## config.mk

```make
export PLATFORM = sky130hd
export DESIGN_NAME = slip_frame_decoder
export DESIGN_NICKNAME = d
export VERILOG_FILES = /design/src/sfd_pkg.sv /design/src/sfd_in_reg.sv /design/src/sfd_decode.sv /design/src/sfd_out_reg.sv /design/src/slip_frame_decoder.sv
export SDC_FILE = /design/constraint.sdc
export NUM_CORES = 1
export LEC_CHECK = 0
export ABC_AREA = 1
export BUFFER_PORTS_ARGS = -buffer_cell sky130_fd_sc_hd__buf_2
export CORE_MARGIN = 4
export CORE_UTILIZATION = 45
export CTS_BUF_LIST = sky130_fd_sc_hd__clkbuf_4
export CTS_CLUSTER_DIAMETER = 150
export DETAILED_ROUTE_END_ITERATION = 16
export HOLD_SLACK_MARGIN = 0.02
export PLACE_DENSITY_LB_ADDON = 0.15
export SYNTH_ARGS = -nofsm -noshare
export SYNTH_HDL_FRONTEND = slang
export SYNTH_SLANG_ARGS = --single-unit
```

## constraint.sdc

```tcl
create_clock -name clk -period 2.8 [get_ports clk]
set_clock_uncertainty 0.2 [all_clocks]
set_input_delay 0.84 -clock clk [delete_from_list [all_inputs] [get_ports clk]]
set_output_delay 0.84 -clock clk [all_outputs]
set_load 0.05 [all_outputs]
```

## src/sfd_pkg.sv

```systemverilog
// Shared types and constants for the SLIP frame decoder.
package sfd_pkg;

    localparam int LENGTH_BITS = 16;
    localparam int LEN_FIELD_BITS = 16;

    localparam logic [7:0] SLIP_END     = 8'hC0;
    localparam logic [7:0] SLIP_ESC     = 8'hDB;
    localparam logic [7:0] SLIP_ESC_ESC = 8'hDD;
    localparam logic [7:0] SLIP_ESC_END = 8'hDC;

    localparam logic [LENGTH_BITS-1:0] COUNT_MAX = {LENGTH_BITS{1'b1}};
    localparam logic [31:0] LEN_FIELD_MAX = 32'((64'd1 << LEN_FIELD_BITS) - 64'd1);

    typedef enum logic [1:0] {
        KIND_DATA = 2'd0,
        KIND_GOOD = 2'd1,
        KIND_DROP = 2'd2
    } kind_t;

    typedef struct packed {
        kind_t                     kind;
        logic [7:0]                data_byte;
        logic [LEN_FIELD_BITS-1:0] packet_length;
    } result_t;

    typedef struct packed {
        logic                   in_packet;
        logic                   after_escape;
        logic                   dropping;
        logic [LENGTH_BITS-1:0] byte_count;
    } dec_state_t;

endpackage

```

## src/sfd_in_reg.sv

```systemverilog
// Input register stage holding one received byte.
module sfd_in_reg
    import sfd_pkg::*;
(
    input  logic       clk,
    input  logic       rst_n,
    input  logic       byte_valid,
    input  logic [7:0] rx_byte,
    output logic       byte_stall,
    input  logic       advance,
    output logic       held_valid,
    output logic [7:0] held_byte
);

    logic       valid_reg;
    logic       valid_next;
    logic [7:0] byte_reg;
    logic       load;

    assign byte_stall = valid_reg && !advance;
    assign load       = byte_valid && !byte_stall;

    always_comb
    begin
        valid_next = valid_reg;
        if (advance || !valid_reg)
        begin
            valid_next = byte_valid;
        end
    end

    always_ff @(posedge clk or negedge rst_n)
    begin
        if (!rst_n)
        begin
            valid_reg <= 1'b0;
        end
        else
        begin
            valid_reg <= valid_next;
        end
    end

    always_ff @(posedge clk)
    begin
        if (load)
        begin
            byte_reg <= rx_byte;
        end
    end

    assign held_valid = valid_reg;
    assign held_byte  = byte_reg;

endmodule

```

## src/sfd_decode.sv

```systemverilog
// Framing state and per-byte decode logic.
module sfd_decode
    import sfd_pkg::*;
(
    input  logic       clk,
    input  logic       rst_n,
    input  logic       step,
    input  logic [7:0] rx_byte,
    output logic       res_valid,
    output result_t    res
);

    dec_state_t state_reg;
    dec_state_t state_next;
    logic [31:0] count_ext;

    assign count_ext = 32'(state_reg.byte_count);

    always_comb
    begin
        state_next = state_reg;
        res_valid  = 1'b0;
        res        = '{kind: KIND_DATA, data_byte: 8'd0, packet_length: '0};

        if (state_reg.after_escape && state_reg.in_packet)
        begin
            state_next.after_escape = 1'b0;
            if (rx_byte == SLIP_ESC_ESC || rx_byte == SLIP_ESC_END)
            begin
                if (!state_reg.dropping)
                begin
                    res_valid     = 1'b1;
                    res.data_byte = (rx_byte == SLIP_ESC_ESC) ? SLIP_ESC : SLIP_END;
                    if (state_reg.byte_count != COUNT_MAX)
                    begin
                        state_next.byte_count = state_reg.byte_count + 1'b1;
                    end
                end
            end
            else
            begin
                // bad escape: consume the byte, report drop once
                state_next.byte_count = '0;
                state_next.dropping   = 1'b1;
                if (!state_reg.dropping)
                begin
                    res_valid = 1'b1;
                    res.kind  = KIND_DROP;
                end
            end
        end
        else if (rx_byte == SLIP_END)
        begin
            if (state_reg.in_packet)
            begin
                if (!state_reg.dropping && state_reg.byte_count != '0)
                begin
                    res_valid = 1'b1;
                    res.kind  = KIND_GOOD;
                    res.packet_length = (count_ext > LEN_FIELD_MAX) ?
                        LEN_FIELD_MAX[LEN_FIELD_BITS-1:0] : count_ext[LEN_FIELD_BITS-1:0];
                end
            end
            state_next.in_packet    = !state_reg.in_packet;
            state_next.dropping     = 1'b0;
            state_next.after_escape = 1'b0;
            state_next.byte_count   = '0;
        end
        else if (rx_byte == SLIP_ESC)
        begin
            if (state_reg.in_packet)
            begin
                state_next.after_escape = 1'b1;
            end
        end
        else if (state_reg.in_packet && !state_reg.dropping)
        begin
            res_valid     = 1'b1;
            res.data_byte = rx_byte;
            if (state_reg.byte_count != COUNT_MAX)
            begin
                state_next.byte_count = state_reg.byte_count + 1'b1;
            end
        end
    end

    always_ff @(posedge clk or negedge rst_n)
    begin
        if (!rst_n)
        begin
            state_reg <= '0;
        end
        else if (step)
        begin
            state_reg <= state_next;
        end
    end

endmodule

```

## src/sfd_out_reg.sv

```systemverilog
// Result register driving the output channel.
module sfd_out_reg
    import sfd_pkg::*;
(
    input  logic                      clk,
    input  logic                      rst_n,
    input  logic                      load_en,
    input  logic                      res_valid,
    input  result_t                   res,
    output logic                      out_ready,
    output logic                      result_valid,
    input  logic                      result_stall,
    output logic [1:0]                kind,
    output logic [7:0]                data_byte,
    output logic [LEN_FIELD_BITS-1:0] packet_length
);

    logic    valid_reg;
    logic    valid_next;
    result_t res_reg;

    assign out_ready = !valid_reg || !result_stall;

    always_comb
    begin
        valid_next = valid_reg;
        if (out_ready)
        begin
            valid_next = load_en && res_valid;
        end
    end

    always_ff @(posedge clk or negedge rst_n)
    begin
        if (!rst_n)
        begin
            valid_reg <= 1'b0;
        end
        else
        begin
            valid_reg <= valid_next;
        end
    end

    always_ff @(posedge clk)
    begin
        if (out_ready && load_en && res_valid)
        begin
            res_reg <= res;
        end
    end

    assign result_valid  = valid_reg;
    assign kind          = res_reg.kind;
    assign data_byte     = res_reg.data_byte;
    assign packet_length = res_reg.packet_length;

endmodule

```

## src/slip_frame_decoder.sv

```systemverilog
// Top level of the SLIP frame decoder.
//
// Input channel: one raw SLIP byte per transfer on rx_byte, byte_valid/byte_stall.
// Output channel: zero or one result per byte on kind, data_byte, packet_length,
// result_valid/result_stall. kind 0 is a decoded data byte, 1 a good packet end
// with its length, 2 a dropped packet (reported once per packet).
// Each byte is registered in the input register and decoded, and its result is
// registered in the result register, which holds it until it is taken.
// Throughput: one byte per cycle while the output is not stalled, set by the
// single decode step between the two registers; bytes that give no result
// (END opening a packet, ESC, idle bytes) still take a decode step.
// When the receiver stalls, the result register holds; the input register
// keeps taking bytes until it too is full, then byte_stall rises.
// Reset (rst_n low, asynchronous) empties both registers and returns the
// framing state to outside a packet with a zero byte count.
// Byte counts saturate at 2^LENGTH_BITS - 1; packet_length at 65535.
module slip_frame_decoder
    import sfd_pkg::*;
(
    input  logic                      clk,
    input  logic                      rst_n,
    input  logic                      byte_valid,
    output logic                      byte_stall,
    input  logic [7:0]                rx_byte,
    output logic                      result_valid,
    input  logic                      result_stall,
    output logic [1:0]                kind,
    output logic [7:0]                data_byte,
    output logic [LEN_FIELD_BITS-1:0] packet_length
);

    logic       held_valid;
    logic [7:0] held_byte;
    logic       out_ready;
    logic       step;
    logic       res_valid;
    result_t    res;

    assign step = held_valid && out_ready;

    sfd_in_reg u_in_reg (
        .clk        (clk),
        .rst_n      (rst_n),
        .byte_valid (byte_valid),
        .rx_byte    (rx_byte),
        .byte_stall (byte_stall),
        .advance    (out_ready),
        .held_valid (held_valid),
        .held_byte  (held_byte)
    );

    sfd_decode u_decode (
        .clk       (clk),
        .rst_n     (rst_n),
        .step      (step),
        .rx_byte   (held_byte),
        .res_valid (res_valid),
        .res       (res)
    );

    sfd_out_reg u_out_reg (
        .clk           (clk),
        .rst_n         (rst_n),
        .load_en       (step),
        .res_valid     (res_valid),
        .res           (res),
        .out_ready     (out_ready),
        .result_valid  (result_valid),
        .result_stall  (result_stall),
        .kind          (kind),
        .data_byte     (data_byte),
        .packet_length (packet_length)
    );

endmodule
```

==> metrics.md <==
| Metric | Value |
|---|---|
| Final max-slew violation count | `0` |
| Worst Setup SP | `result_stall` |
| Synth area leaders | `edfxtp_1 (35%), dfrtp_1 (18%), nand2_1 (13%), nor2_1 (6.0%), nand3_1 (5.3%)` |
| Number of synthesized flops with an enable pin | `34` |
| Layout cells sized above 1 | `23.1%` |
| Die height | `88.7 um` |
| Final Wtd Congestion | `0.893` |
| Slowest cell delay on critical path | `0.28 ns` |
| Die area | `7880 um2` |
| Final Instance Area | `3260 um2` |
| Ports | `40` |
| PD cells | `708 nW/um2` |
| Iteration-0 DRC Markers | `197` |
| Layout net count | `399` |
| CTS Root Cell | `clkbuf_4` |
| Lkg Pwr | `0.00153 uW` |
| Max-cap violations | `0` |
| Yosys warnings | `0` |
| RSZ-0062 raised after global routing | `no` |
| FF-to-FF End | `u_out_reg.packet_length[15]` |
| ANT nets after route | `0` |
| Yosys reg bits | `55` |
| Final Cycle Share | `86.7%` |
| Final Hold Fails | `0` |
| Startpoint Class | `primary input` |
| CTS H-Tree Depth | `2` |
| Clk slew on worst S/H paths | `0.16 ns` |
| Synth async-reset ratio | `38.2%` |
| Sequential-to-total area share from yosys stat | `52.7%` |
| Tot GR Track Use | `16.4%` |
| Post-Layout Cell Count | `463` |
| First-pass GRT wire length | `10100 um` |
| Netlist Area Pre-Place | `2930 um2` |
| Vias in the first global route | `2108` |
| Crit path time final | `2.43 ns` |
| Peak supply drop | `0.000349 V` |
| Post-Syn Area per Cell | `8.58 um2` |
| Drc violations | `0` |
| Worst setup path endpoint | `byte_stall` |
| Sinks on Clock Net | `55` |
| CTS Buffer Depth | `2` |
| Crit. End Element | `output pin` |
| Area Growth Syn to Fin | `11.0%` |
| Cell Rows | `29` |
| HP Class | `primary input to async pin` |
| Crit-path slowest cell | `buf_2` |
| Pre-antenna DRT Iters | `4` |
| CTS Buf Count | `5` |
| Status | `completed` |
| Post-DR vias/cell | `4.83` |
| CTS Hold Bufs | `0` |
| Initial antenna violation count | `0` |
| Post-CTS setup buffers | `0` |
| Cells after DPL | `455` |
| Net Count, Synth | `356` |
| Synth Instances | `342` |
| WP data required | `1.76 ns` |
| Tot Pwr | `2300 uW` |
| Avg WL per Cell | `12.4 um` |
| Critical path arrival | `1.39 ns` |
| CP Max Fanout | `2` |
| CP dominant cell by count | `buf_2` |
| Buffers on Ports | `39` |
| Worst Max-Slew Pin Slew | `0.471 ns` |
| TNS Setup | `0 ns` |
| CTS tree | `built` |
| Synth unique cells | `30` |
| CP Class | `primary input to output pin` |
| Worst slew margin | `68.6%` |
| Cts repair resizes | `0` |
| Prevailing post-synth register cell | `edfxtp_1` |
| CP cell instances | `buf_2 -> nand2_1 -> nor2_1 -> buf_2` |
| Reg-to-reg slack, setup | `0.72 ns` |
| Post-DP Area | `3200 um2` |
| Min Hold Slack | `0.189 ns` |
| Diode count | `0` |
| Setup violations, final | `0` |
| Top cell type by total area after synthesis | `edfxtp_1` |
| Worst r2r src | `u_decode.count_ext[0]` |
| DR vias | `2237` |
| Grt ovf | `0` |
| Maximum clock frequency | `412 MHz` |
| Initial Util | `46.2%` |
| Worst-Skew Late Latency | `0.37 ns` |
| Yosys top cell area share | `34.8%` |
| Core region area | `6350 um2` |
| Die W | `88.7 um` |
| Total wire length | `5760 um` |
| Pin count of the biggest net entering global routing | `27` |
| Most common cell in the synthesized netlist | `nand2_1` |
| Commonest cells post-synth | `nand2_1 (105), nor2_1 (47), edfxtp_1 (34), inv_1 (34), nand3_1 (31)` |
| R2R depth | `10` |
| Hpwl dp | `4510 um` |
## metrics by stage
step | worst slack [ns] | utilization (%)
finish | 0.373 | 51.3
global route | 0.295 | 51.3
CTS | 0.365 | 51.3
detailed placement | 0.368 | 50.4
global placement | 0.392 | 50.4
floorplan | 0.177 | -
## routing by layer
layer,wire [um],part of all wire (%),vias up,GRT usage [%]
li1,-,-,1175,-
met1,2830,49,988,23.9
met2,2440,42,69,24.4
met3,430,7.5,5,3.45
met4,61,1.1,0,5.08
met5,0,0,-,0
## area by class of cell
cell class | instances | area, um2
Fill cell | 619 | 3090
Sequential cell | 55 | 1550
Multi-Input combinational cell | 244 | 1210
Timing Repair Buffer | 40 | 203
Inverter | 39 | 146
Tap cell | 77 | 96.3
Clock buffer | 5 | 37.5
Clock inverter | 3 | 20.0
## worst max-delay path: cells and delay by family
family | cells | cell delay, ns
simple gates | 2 | 0.18
buf+inv | 2 | 0.37
## worst min-delay path by stage
stage | slack, ns | startpoint | end
after floorplan | 0.29 | u_decode.count_ext[15] | u_decode.count_ext[15]
after global placement | 0.33 | u_out_reg.result_valid | u_out_reg.result_valid
after detailed placement | 0.33 | u_decode.count_ext[15] | u_decode.count_ext[15]
after CTS | 0.20 | rst_n | u_decode.count_ext[13]
after global routing | 0.21 | rst_n | u_decode.count_ext[0]
final | 0.19 | rst_n | u_decode.count_ext[13]
## cell families after synthesis
family	after synthesis	synth area share, %
AND/OR/NAND/NOR	224	35.8
buffers and inverters	43	6.18
AO/OA/AOI/OAI	14	3.28
flip-flops	55	52.7
XOR/XNOR	4	1.19
adder cells (fa/ha/maj)	2	0.853
## cell usage in the layout (no fill, tap or decap), types with 3 or more instances in the layout
cell	instances
o21ai_0	4
nand2_2	8
nor3_1	5
nor2_1	47
clkbuf_4	5
inv_2	5
inv_1	34
buf_2	39
edfxtp_1	34
nor2_4	6
a21oi_2	3
nand3_1	31
xor2_1	3
nand2_1	105
dfrtp_1	21
nand2_4	3
nor2_2	12
nand4_1	3
## power breakdown
group	switching (uW)	total (uW)	internal [uW]
sequential	128	1150	1020
combinational	584	806	222
clock	253	350	97.2
total	965	2300	1340
Power figures use the tool's default switching activity.
